==> src/hw/rtl/mmc_pkg.sv <==
package mmc_pkg;

	localparam int MAX_FIELDS  = 4;
	localparam int FIELD_WIDTH = 32;
	localparam int NF_W        = 3;

	typedef logic [FIELD_WIDTH-1:0] field_t;
	typedef field_t [MAX_FIELDS-1:0] row_t;

	localparam logic [1:0] CMD_APPEND  = 2'd0;
	localparam logic [1:0] CMD_SORTED  = 2'd1;
	localparam logic [1:0] CMD_RECEIVE = 2'd2;

	localparam logic [1:0] ST_DONE    = 2'd0;
	localparam logic [1:0] ST_BLOCKED = 2'd1;
	localparam logic [1:0] ST_DROPPED = 2'd2;

	localparam logic [1:0] REG_CAPACITY = 2'd0;
	localparam logic [1:0] REG_FIELDS   = 2'd1;
	localparam logic [1:0] REG_DROP     = 2'd2;

	localparam logic [2:0] IDX_HOLD  = 3'd0;
	localparam logic [2:0] IDX_ZERO  = 3'd1;
	localparam logic [2:0] IDX_COUNT = 3'd2;
	localparam logic [2:0] IDX_INC   = 3'd3;
	localparam logic [2:0] IDX_DEC   = 3'd4;

	localparam logic [1:0] RD_CUR  = 2'd0;
	localparam logic [1:0] RD_PREV = 2'd1;
	localparam logic [1:0] RD_NEXT = 2'd2;

	typedef struct packed {
		logic       load;
		logic       rd_en;
		logic [1:0] rd_sel;
		logic       wr_val;
		logic       wr_row;
		logic [2:0] idx_op;
		logic       pos_set;
		logic       cnt_inc;
		logic       cnt_dec;
		logic       got_ld;
		logic       finish;
		logic [1:0] res_status;
	} ctl_cmd_t;

	typedef struct packed {
		logic [1:0] command;
		logic       rnd;
		logic       poll;
		logic       commit;
		logic       drop;
		logic       full;
		logic       empty;
		logic       at_count;
		logic       at_pos;
		logic       last;
		logic       lt;
		logic       match;
	} dp_stat_t;

endpackage

==> src/hw/rtl/mmc_ctrl.sv <==
module mmc_ctrl
	import mmc_pkg::*;
(
	input  logic     clk,
	input  logic     arst_n,
	input  logic     start,
	input  dp_stat_t stat,
	output ctl_cmd_t cmd,
	output logic     busy
);

	localparam logic [3:0] S_IDLE = 4'd0;
	localparam logic [3:0] S_DEC  = 4'd1;
	localparam logic [3:0] S_APP  = 4'd2;
	localparam logic [3:0] S_SRD  = 4'd3;
	localparam logic [3:0] S_SCMP = 4'd4;
	localparam logic [3:0] S_SHF  = 4'd5;
	localparam logic [3:0] S_SHW  = 4'd6;
	localparam logic [3:0] S_RRD  = 4'd7;
	localparam logic [3:0] S_RCMP = 4'd8;
	localparam logic [3:0] S_RSH  = 4'd9;
	localparam logic [3:0] S_RSW  = 4'd10;

	logic [3:0] state_q;
	logic [3:0] state_d;

	always_ff @(posedge clk or negedge arst_n) begin
		if (!arst_n) begin
			state_q <= S_IDLE;
		end else begin
			state_q <= state_d;
		end
	end

	assign busy = (state_q != S_IDLE);

	always_comb begin
		cmd = '0;
		cmd.idx_op = IDX_HOLD;
		cmd.rd_sel = RD_CUR;
		cmd.res_status = ST_DONE;
		state_d = state_q;
		unique case (state_q)
			S_IDLE: begin
				if (start) begin
					cmd.load = 1'b1;
					state_d = S_DEC;
				end
			end
			S_DEC: begin
				unique case (stat.command)
					CMD_APPEND, CMD_SORTED: begin
						if (stat.full) begin
							cmd.finish = 1'b1;
							cmd.res_status = stat.drop ? ST_DROPPED : ST_BLOCKED;
							state_d = S_IDLE;
						end else if (!stat.commit) begin
							cmd.finish = 1'b1;
							state_d = S_IDLE;
						end else if (stat.command == CMD_APPEND) begin
							cmd.idx_op = IDX_COUNT;
							state_d = S_APP;
						end else begin
							cmd.idx_op = IDX_ZERO;
							state_d = S_SRD;
						end
					end
					CMD_RECEIVE: begin
						if (stat.empty) begin
							cmd.finish = 1'b1;
							cmd.res_status = ST_BLOCKED;
							state_d = S_IDLE;
						end else begin
							cmd.idx_op = IDX_ZERO;
							state_d = S_RRD;
						end
					end
					default: begin
						cmd.finish = 1'b1;
						cmd.res_status = ST_BLOCKED;
						state_d = S_IDLE;
					end
				endcase
			end
			S_APP: begin
				cmd.wr_val = 1'b1;
				cmd.cnt_inc = 1'b1;
				cmd.finish = 1'b1;
				state_d = S_IDLE;
			end
			S_SRD: begin
				if (stat.at_count) begin
					cmd.pos_set = 1'b1;
					state_d = S_SHF;
				end else begin
					cmd.rd_en = 1'b1;
					state_d = S_SCMP;
				end
			end
			S_SCMP: begin
				// first stored message greater than the new one marks the slot
				if (stat.lt) begin
					cmd.pos_set = 1'b1;
					cmd.idx_op = IDX_COUNT;
					state_d = S_SHF;
				end else begin
					cmd.idx_op = IDX_INC;
					state_d = S_SRD;
				end
			end
			S_SHF: begin
				if (stat.at_pos) begin
					cmd.wr_val = 1'b1;
					cmd.cnt_inc = 1'b1;
					cmd.finish = 1'b1;
					state_d = S_IDLE;
				end else begin
					cmd.rd_en = 1'b1;
					cmd.rd_sel = RD_PREV;
					state_d = S_SHW;
				end
			end
			S_SHW: begin
				cmd.wr_row = 1'b1;
				cmd.idx_op = IDX_DEC;
				state_d = S_SHF;
			end
			S_RRD: begin
				cmd.rd_en = 1'b1;
				state_d = S_RCMP;
			end
			S_RCMP: begin
				if (stat.match) begin
					if (!stat.commit) begin
						cmd.finish = 1'b1;
						state_d = S_IDLE;
					end else begin
						cmd.got_ld = 1'b1;
						if (stat.poll) begin
							cmd.finish = 1'b1;
							state_d = S_IDLE;
						end else begin
							state_d = S_RSH;
						end
					end
				end else if (stat.rnd && !stat.last) begin
					cmd.idx_op = IDX_INC;
					state_d = S_RRD;
				end else begin
					cmd.finish = 1'b1;
					cmd.res_status = ST_BLOCKED;
					state_d = S_IDLE;
				end
			end
			S_RSH: begin
				// close the gap left by the removed item
				if (stat.last) begin
					cmd.cnt_dec = 1'b1;
					cmd.finish = 1'b1;
					state_d = S_IDLE;
				end else begin
					cmd.rd_en = 1'b1;
					cmd.rd_sel = RD_NEXT;
					state_d = S_RSW;
				end
			end
			S_RSW: begin
				cmd.wr_row = 1'b1;
				cmd.idx_op = IDX_INC;
				state_d = S_RSH;
			end
			default: begin
				state_d = S_IDLE;
			end
		endcase
	end

endmodule

==> src/hw/rtl/mmc_datapath.sv <==
module mmc_datapath
	import mmc_pkg::*;
#(
	parameter int MAX_SLOTS = 16
) (
	input  logic       clk,
	input  logic       arst_n,
	input  logic       cfg_write,
	input  logic [1:0] cfg_index,
	input  logic [4:0] cfg_data,
	input  logic [1:0] command,
	input  logic       random_match,
	input  logic       poll,
	input  logic       commit,
	input  logic [3:0] match_mask,
	input  row_t       value,
	input  ctl_cmd_t   cmd,
	output dp_stat_t   stat,
	output logic [1:0] status,
	output row_t       got,
	output logic [4:0] occupancy,
	output logic       is_full,
	output logic       done
);

	localparam int CW = $clog2(MAX_SLOTS + 1);
	localparam int AW = (MAX_SLOTS > 1) ? $clog2(MAX_SLOTS) : 1;

	logic [4:0]      cap_q;
	logic [2:0]      fields_q;
	logic            drop_q;
	logic [1:0]      cmd_q;
	logic            rnd_q;
	logic            poll_q;
	logic            commit_q;
	logic [3:0]      mask_q;
	row_t            val_q;
	logic [CW-1:0]   count_q;
	logic [CW-1:0]   idx_q;
	logic [CW-1:0]   pos_q;
	row_t            mem [MAX_SLOTS];
	row_t            rdata_q;
	row_t            got_q;
	logic [1:0]      status_q;
	logic [4:0]      occ_q;
	logic            full_q;
	logic            done_q;

	logic [CW-1:0]         cap_eff;
	logic [NF_W-1:0]       nf;
	logic [MAX_FIELDS-1:0] fen;
	logic                  match;
	logic                  lt;
	logic                  diff_seen;
	logic [CW:0]           idx_p1;
	logic [CW-1:0]         rd_idx;
	logic [CW-1:0]         count_d;

	always_comb begin
		if (cap_q == 5'd0) begin
			cap_eff = CW'(1);
		end else if (int'(cap_q) > MAX_SLOTS) begin
			cap_eff = CW'(MAX_SLOTS);
		end else begin
			cap_eff = CW'(cap_q);
		end
		if (fields_q == 3'd0) begin
			nf = NF_W'(1);
		end else if (int'(fields_q) > MAX_FIELDS) begin
			nf = NF_W'(MAX_FIELDS);
		end else begin
			nf = fields_q;
		end
		for (int j = 0; j < MAX_FIELDS; j++) begin
			fen[j] = (NF_W'(j) < nf);
		end
	end

	always_comb begin
		match = 1'b1;
		lt = 1'b0;
		diff_seen = 1'b0;
		for (int j = 0; j < MAX_FIELDS; j++) begin
			if (fen[j] && mask_q[j] && (rdata_q[j] != val_q[j])) begin
				match = 1'b0;
			end
			// lexicographic order: first differing field decides
			if (fen[j] && !diff_seen && (rdata_q[j] != val_q[j])) begin
				diff_seen = 1'b1;
				lt = ($signed(val_q[j]) < $signed(rdata_q[j]));
			end
		end
	end

	assign idx_p1 = {1'b0, idx_q} + 1'b1;

	always_comb begin
		unique case (cmd.rd_sel)
			RD_PREV: rd_idx = idx_q - 1'b1;
			RD_NEXT: rd_idx = idx_p1[CW-1:0];
			default: rd_idx = idx_q;
		endcase
		if (cmd.cnt_inc) begin
			count_d = count_q + 1'b1;
		end else if (cmd.cnt_dec) begin
			count_d = count_q - 1'b1;
		end else begin
			count_d = count_q;
		end
	end

	always_ff @(posedge clk or negedge arst_n) begin
		if (!arst_n) begin
			cap_q <= 5'd16;
			fields_q <= 3'd4;
			drop_q <= 1'b0;
		end else if (cfg_write) begin
			unique case (cfg_index)
				REG_CAPACITY: cap_q <= cfg_data;
				REG_FIELDS:   fields_q <= cfg_data[2:0];
				REG_DROP:     drop_q <= cfg_data[0];
				default: ;
			endcase
		end
	end

	always_ff @(posedge clk) begin
		if (cmd.load) begin
			cmd_q <= command;
			rnd_q <= random_match;
			poll_q <= poll;
			commit_q <= commit;
			mask_q <= match_mask;
			val_q <= value;
		end
	end

	always_ff @(posedge clk or negedge arst_n) begin
		if (!arst_n) begin
			count_q <= '0;
			idx_q <= '0;
			pos_q <= '0;
		end else begin
			count_q <= count_d;
			if (cmd.pos_set) begin
				pos_q <= idx_q;
			end
			unique case (cmd.idx_op)
				IDX_ZERO:  idx_q <= '0;
				IDX_COUNT: idx_q <= count_q;
				IDX_INC:   idx_q <= idx_p1[CW-1:0];
				IDX_DEC:   idx_q <= idx_q - 1'b1;
				default:   idx_q <= idx_q;
			endcase
		end
	end

	always_ff @(posedge clk) begin
		if (cmd.rd_en) begin
			rdata_q <= mem[rd_idx[AW-1:0]];
		end
		for (int j = 0; j < MAX_FIELDS; j++) begin
			if (cmd.wr_val && fen[j]) begin
				mem[idx_q[AW-1:0]][j] <= val_q[j];
			end else if (cmd.wr_row) begin
				mem[idx_q[AW-1:0]][j] <= rdata_q[j];
			end
		end
	end

	always_ff @(posedge clk) begin
		if (cmd.load) begin
			got_q <= '0;
		end else if (cmd.got_ld) begin
			for (int j = 0; j < MAX_FIELDS; j++) begin
				got_q[j] <= fen[j] ? rdata_q[j] : '0;
			end
		end
		if (cmd.finish) begin
			status_q <= cmd.res_status;
			occ_q <= 5'(count_d);
			full_q <= (count_d >= cap_eff);
		end
	end

	always_ff @(posedge clk or negedge arst_n) begin
		if (!arst_n) begin
			done_q <= 1'b0;
		end else begin
			done_q <= cmd.finish;
		end
	end

	always_comb begin
		stat.command = cmd_q;
		stat.rnd = rnd_q;
		stat.poll = poll_q;
		stat.commit = commit_q;
		stat.drop = drop_q;
		stat.full = (count_q >= cap_eff);
		stat.empty = (count_q == '0);
		stat.at_count = (idx_q == count_q);
		stat.at_pos = (idx_q == pos_q);
		stat.last = (idx_p1 >= {1'b0, count_q});
		stat.lt = lt;
		stat.match = match;
	end

	assign status = status_q;
	assign got = got_q;
	assign occupancy = occ_q;
	assign is_full = full_q;
	assign done = done_q;

endmodule

==> src/hw/rtl/matching_message_channel_top.sv <==
// channel  | direction | handshake                  | payload
// command  | in        | start, busy                | command .. value_3
// result   | out       | done (one-cycle strobe)    | status .. is_full
// config   | in        | cfg_write                  | cfg_index, cfg_data
//
// An append send writes the new message behind the held ones; a sorted send scans for
// its slot and shifts the later messages up, and a receive scans for a match and closes
// the gap: during the scan and the gap shift the message store alternates between reading
// one slot and comparing or writing it. Reset clears the message count and loads the
// default configuration; store contents are undefined. The result is shown with a
// one-cycle done strobe in the cycle busy falls; the receiver cannot stall.
module matching_message_channel_top
	import mmc_pkg::*;
#(
	parameter int MAX_SLOTS = 16
) (
	input  logic        clk,
	input  logic        arst_n,
	input  logic        cfg_write,
	input  logic [1:0]  cfg_index,
	input  logic [4:0]  cfg_data,
	input  logic        start,
	output logic        busy,
	input  logic [1:0]  command,
	input  logic        random_match,
	input  logic        poll,
	input  logic        commit,
	input  logic [3:0]  match_mask,
	input  logic signed [31:0] value_0,
	input  logic signed [31:0] value_1,
	input  logic signed [31:0] value_2,
	input  logic signed [31:0] value_3,
	output logic        done,
	output logic [1:0]  status,
	output logic signed [31:0] got_0,
	output logic signed [31:0] got_1,
	output logic signed [31:0] got_2,
	output logic signed [31:0] got_3,
	output logic [4:0]  occupancy,
	output logic        is_full
);

	ctl_cmd_t cmd;
	dp_stat_t stat;
	row_t     value;
	row_t     got;

	assign value = {value_3, value_2, value_1, value_0};
	assign got_0 = got[0];
	assign got_1 = got[1];
	assign got_2 = got[2];
	assign got_3 = got[3];

	mmc_ctrl u_ctrl (
		.clk    (clk),
		.arst_n (arst_n),
		.start  (start),
		.stat   (stat),
		.cmd    (cmd),
		.busy   (busy)
	);

	mmc_datapath #(
		.MAX_SLOTS (MAX_SLOTS)
	) u_dp (
		.clk          (clk),
		.arst_n       (arst_n),
		.cfg_write    (cfg_write),
		.cfg_index    (cfg_index),
		.cfg_data     (cfg_data),
		.command      (command),
		.random_match (random_match),
		.poll         (poll),
		.commit       (commit),
		.match_mask   (match_mask),
		.value        (value),
		.cmd          (cmd),
		.stat         (stat),
		.status       (status),
		.got          (got),
		.occupancy    (occupancy),
		.is_full      (is_full),
		.done         (done)
	);

endmodule

==> config.mk <==
export PLATFORM = sky130hd
export DESIGN_NAME = matching_message_channel_top
export DESIGN_NICKNAME = d
export VERILOG_FILES = /design/src/hw/rtl/mmc_pkg.sv /design/src/hw/rtl/mmc_ctrl.sv /design/src/hw/rtl/mmc_datapath.sv /design/src/hw/rtl/matching_message_channel_top.sv
export SDC_FILE = /design/constraint.sdc
export NUM_CORES = 2
export LEC_CHECK = 0
export BUFFER_PORTS_ARGS = -buffer_cell sky130_fd_sc_hd__buf_4
export CAP_MARGIN = 25
export CELL_PAD_IN_SITES_DETAIL_PLACEMENT = 0
export CELL_PAD_IN_SITES_GLOBAL_PLACEMENT = 1
export CORE_MARGIN = 3
export CORE_UTILIZATION = 49
export CTS_CLUSTER_SIZE = 8
export DETAILED_ROUTE_END_ITERATION = 8
export GPL_TIMING_DRIVEN = 0
export PLACE_DENSITY_LB_ADDON = 0.1
export SETUP_SLACK_MARGIN = 0.5
export SLEW_MARGIN = 10
export SYNTH_ARGS = -nofsm -noshare
export SYNTH_HDL_FRONTEND = slang
export SYNTH_HIERARCHICAL = 1
export SYNTH_SLANG_ARGS = --single-unit
==> constraint.sdc <==
create_clock -name clk -period 13.61 [get_ports clk]
set_clock_uncertainty 0.1 [all_clocks]
set_input_delay 0.6805 -clock clk [delete_from_list [all_inputs] [get_ports clk]]
set_output_delay 0.6805 -clock clk [all_outputs]
set_load 0.05 [all_outputs]
After elaboration in Yosys (flattened, before gate mapping)
Memories as Yosys holds them, arrays and structs flattened. A register that Yosys moved wholly into a read port is not among the register bits.
Index checks and enable logic that the tools add are counted.
Widths: inputs -> output; s select.

cells by class
  bitwise logic cells = 4
  equal/unequal tests = 27
  mux-type cells = 99
  magnitude comparators = 13
  reductions and logical operators = 37
  add/subtract/negate cells = 4

operators with widths
  kind                 number
  $mux 32              8
  $lt 32x32->1         4
  $ne 32x32->1         4
  $mux 1               49
  $pmux 4 s10          1
  $mux 3               13
  $mux 4               7
  $logic_and 1x1->1    20
  $mux 5               4
  $pmux 5 s4           1
  $eq 4x3->1 const B   4
  $pmux 4 s2           2
  $pmux 3 s5           1
  $eq 4x4->1 const B   3
  $pmux 3 s2           2
  $eq 5x5->1           2
  $ge 5x5->1           2
  $logic_not 5->1      2
  $mux 2               5
  $sub 5x1->5 const B  2
  $eq 4x2->1 const B   2
  $pmux 2 s2           2
  $reduce_bool 4->1    2
  $add 5x1->6 const B  1
  23 further kinds     41

word-level totals
  bits in registers = 302
  input port bits = 148
  bits in writable memories = 2048
  logic and storage cells = 209
  memories = 1

memory list
  memory    depth  width  rd ports  clocked after memory_dff  write ports  RTL line            RTL
  u_dp.mem  16     128    1         1                         1            mmc_datapath.sv:41  row_t mem [MAX_SLOTS];

Depth between registers and ports, before layout
  word-level depth = 22
  mapped depth = 23

Hierarchy
The synthesis kept the hierarchy.

modules (own cells, without submodules)
  module        area each (sq um)  sequential area each (sq um)  instances  cells an instance
  mmc_datapath  98114.1            72887.4                       1          5083
  mmc_ctrl      613.1              100.1                         1          89

Worst setup path before layout
Ideal clock, no wire load.

  path kind = reg-to-reg
  from = register u_dp.idx_q[2]
  to = register u_dp/rdata_q[0] (netlist bit), read port of u_dp.mem, enable pin
  setup time = 963 ps
  clock period less this slack = 15001 ps
  cell stages (with the launch flop) = 8
  arrival time = 13938 ps
  path slack = -1391 ps
  required time = 12547 ps
  path buffers = 2
  cell sequence = dfrtp_1 buf_2 buf_1 xnor2_1 nand3_1 nor3_1 nor2b_1 o41ai_1

RTL lines
  what                    RTL line             RTL
  from (decl)             mmc_datapath.sv:39   logic [CW-1:0] idx_q;
  from (signal assigned)  mmc_datapath.sv:150  IDX_COUNT: idx_q <= count_q;
  from (signal assigned)  mmc_datapath.sv:151  IDX_INC: idx_q <= idx_p1[CW-1:0];
  from (signal assigned)  mmc_datapath.sv:152  IDX_DEC: idx_q <= idx_q - 1'b1;
  to (decl)               mmc_datapath.sv:42   row_t rdata_q;

==> summary.md <==
| Metric | Value |
|---|---|
| Area of the mapped netlist | roughly 100,000 um^2 |
| Wl on met1 | ~110,000 um |
| CTS tree | yes |
| Initial DRC count | ~5,000 |
| Cell Area, Placed | 107,100 um^2 |
| Total Routed Length | between 200,000 and 300,000 um |
| Largest net degree at the start of global routing | 31 |
| Post-route ant nets | 0 |
| CP Launch Type | flip-flop |
| Number of remaining DRC errors | 0 |
| Core area | 200,100 um^2 |
| Mean Syn Cell Area | 19.09 um^2 |
| Max-Cap Viols | 0 |
| Ports | 286 |
| FF+latch count, synth | roughly 2,500 |
| Metal2 WL | approximately 130,000 um |
| Clock slew at reported path FFs | roughly 0.050 ns |
| Remaining Overflow, GRT | 0 |
| Share of cells above drive strength 1 | 27.00% |
| Final period util | between 50% and 60% |
| Layout area overhead | 20.23% |
| Post-synth EDFFs | 2,321 |
| Routed len/inst | around 29 um |
| Outcome | completed |
| Clock network power share | between 30 and 40% |
| Total CTS buffers | 360 |
| Root buffer cell | clkbuf_16 |
| Met3 wire len | between 15,000 and 20,000 um |
| Worst-Skew Late Latency | between 0.9 and 1 ns |
| Number of post-CTS setup repair buffers | 0 |
| Top FF cell, synth | edfxtp_1 |
| Sw Pwr | 7093 uW |
| Fillers | between 10,000 and 15,000 |
| CP Capture Type | flip-flop |
| Final #Nets | approximately 6,500 |
| Total Power | approximately 24,000 uW |
| Die height | 454.9 um |
| WP data arrival | 7.52 ns |
| Type of the most critical hold path | in -> reg |
| Placer Congestion | about 0.8 |
| Pre-CTS setup slack | 6.524 ns |
| Comb power frac | a little over a quarter |
| Fmax | 0.1419 GHz |
| Asr flop ratio synth | around 1.2% |
| Yosys cell types | between 70 and 80 |
| Final design instance area without fill | 118,700 um^2 |
| PD cells | between 200 and 250 nW/um^2 |
| Pre-Repair DR Iteration Count | 6 |
| Clock sinks | around 2,500 |
| Crit Path Class | reg -> reg |
| Floorplan row count | approximately 160 |
| Die Area | between 200,000 and 250,000 um^2 |
| Final hold violations | 0 |
| Sequential share of power | between 40% and 50% |
| Seq/Total Area, Yosys | 73.93% |
| YS warnings | 6 |
| First-pass GRT wire length | between 300,000 and 400,000 um |
| Vias in the first global route | around 54,000 |
| Initial Util | 49.35% |
| GRT Util Overall | 25.46% |
| H-Tree Depth | 5 |
| CP max FO | 15 |
| Synth Instances | between 5,000 and 6,000 |
| Rel. slew slack | a little over a quarter |
| Highest routed layer | met4 |
| Worst-Margin Slew | around 1.1 ns |
| Static Leak | roughly 0.04 uW |
| Die width | 454.9 um |
| Worst R2R Path Depth | 19 |
| Hold Crit Depth | 3 |
| Vias after detailed routing | roughly 53,000 |
| CP required | 14.08 ns |
| Syn nets | 5,473 |
| # setup viols final | 0 |
| Worst VDD drop | 148.5 uV |
| Antenna violations before repair | 10 |
| Crit path time final | around 7.0 ns |
| Buffers added on ports | 285 |
| Power Internal | approximately 17,000 uW |
| Max Buffers Root-to-Sink | 4 |
| Final WS setup | about 6.6 ns |
| Via density per instance | roughly 5.9 |
| RSZ-0062 raised after global routing | false |
| Sw frac | slightly below 30% |
| Fin. max-slew vios | 0 |
| Detail Placement HPWL | about 180,000 um |
==> layer usage <==
| layer | global-route usage (%) | vias to the layer above |
|---|---|---|
| li1 | - | 22680 |
| met1 | 35.70 | 27920 |
| met2 | 41.49 | 1813 |
| met3 | 4.292 | 413 |
| met4 | 7.342 | 0 |
| met5 | 0 | - |
==> stage by stage <==
stage	cells	util [%]	setup TNS, ns	hold slack [ns]
global placement	8113	52.08	-610.55	0.3838
detailed placement	8282	53.51	0	0.3854
global route	9019	59.32	0	0.02071
finish	9030	59.33	0	0.05625
CTS	8999	59.24	0	0.002413
floorplan	5172	-	0	0.2849
==> cell usage in the layout, fill, tap and decap left out, types with 11 or more instances in the layout <==
master,Yosys,final
edfxtp_1,2321,2321
mux4_2,512,512
buf_4,20,390
clkbuf_16,0,368
clkbuf_1,113,305
a21oi_1,292,292
nor2b_1,237,237
mux2i_1,167,167
nand2_1,165,165
ha_1,153,153
nor2_1,217,152
inv_1,152,152
dlygate4sd3_1,0,146
dfxtp_1,128,128
o21ai_1,0,91
buf_2,83,87
buf_6,51,71
a211oi_2,70,70
buf_12,0,66
nor2_4,0,65
a211oi_1,64,64
mux2_2,47,47
o21ai_0,130,39
dfrtp_1,27,27
nand4_1,24,24
nand3_1,22,22
nand2b_1,19,19
nor3_1,15,15
diode_2,0,12
a21o_1,12,12
xnor2_1,11,11
==> cell families after synthesis <==
group | share of synthesized area [%]
adder cells (fa/ha/maj) | 1.939
AND/OR/NAND/NOR | 3.765
multiplexers | 13.91
buffers and inverters | 2.201
XOR/XNOR | 0.1495
AO/OA/AOI/OAI | 4.107
flip-flops | 73.93
==> power by group through the flow <==
stage	sequential [uW]	clock, uW	combinational, uW
after floorplan	9770	0	3890
after global placement	9960	0	5840
after detailed placement	9780	0	6210
after CTS	9650	8130	6260
after global routing	9670	8460	6670
final	9640	7970	6200
==> repair_timing <==
action                                 CTS  global route
endpoints found under the hold margin  175             0
gates resized for setup                  0             0
hold buffers                           146             0
==> critical path: stages (launching register included) <==
cell and delay [ns]:
dfrtp_1 0.55, buf_4 0.26, inv_1 0.10, ha_1 0.41, ha_1 0.31, a21o_1 0.16, a21oi_1 0.15, nor2b_1 0.06
o21ai_0 0.13, nand2_1 0.26, nor3_1 0.51, ha_1 0.32, buf_2 0.17, o21ai_2 0.62, buf_2 0.59, buf_2 0.79
buf_2 0.49, mux4_2 0.36, mux2i_1 0.17, a21oi_1 0.18
==> cells in the mapped netlist (all sizes together), types with 5 or more instances <==
cell type	count	share of area [%]
and2	6	0.038
or3	5	0.032
a211oi	134	1.4
nand4	24	0.15
buf	163	1.2
and4	6	0.053
nand2b	19	0.12
inv	152	0.58
dfrtp	27	0.68
nor3	16	0.086
mux2	47	0.54
a31oi	5	0.032
mux2i	167	1.7
nand3b	7	0.053
o211ai	5	0.038
o21ai	132	0.68
xnor2	12	0.11
nand3	22	0.11
nand2	165	0.63
ha	153	1.9
nor2	217	0.83
clkbuf	114	0.43
nor2b	237	1.5
o22ai	5	0.038
a21o	12	0.091
a21oi	292	1.5
mux4	512	12
dfxtp	128	2.6
edfxtp	2321	71
==> layout make-up <==
class | instances | area [um^2] | area share [%]
sequential | 2478 | 72990 | 61.49
multi-input combinational | 2265 | 24080 | 20.29
clock buffer | 566 | 9952 | 8.384
timing repair buffer | 619 | 6088 | 5.129
tap | 2656 | 3323 | 2.800
buffer | 277 | 1610 | 1.357
inverter | 152 | 570.5 | 0.4806
clock inverter | 5 | 58.81 | 0.04954
antenna | 12 | 30.03 | 0.02530
==> state kept, by name, indices dropped and copies added (netlist names), 5 cells and up <==
register	count
u_dp/count_q	5
u_dp/idx_q	5
u_dp/cap_q	5
u_dp/val_q	128
u_dp/got	128
u_dp/rdata_q	128
u_dp/pos_q	5
u_dp/occupancy	5
u_dp/mem	2048
==> path summary, 6_finish.rpt <==
| path | startpoint | endpoint | slack (ns) |
|---|---|---|---|
| setup reg to reg | u_dp/idx_q[0] | u_dp/rdata_q[4] | 6.56 |
| hold / removal | cfg_write | u_dp/drop_q | 0.06 |
| setup / recovery | u_dp/idx_q[0] | u_dp/rdata_q[4] | 6.56 |
| hold reg to reg | u_dp/rdata_q[85] | u_dp/got[85] | 0.39 |
| min in group asynchronous | arst_n | u_dp/cap_q[3] | 0.13 |
| max in group asynchronous | arst_n | u_ctrl/state_q[0] | 12.87 |
No activity file was read; power rests on OpenSTA's default activity.
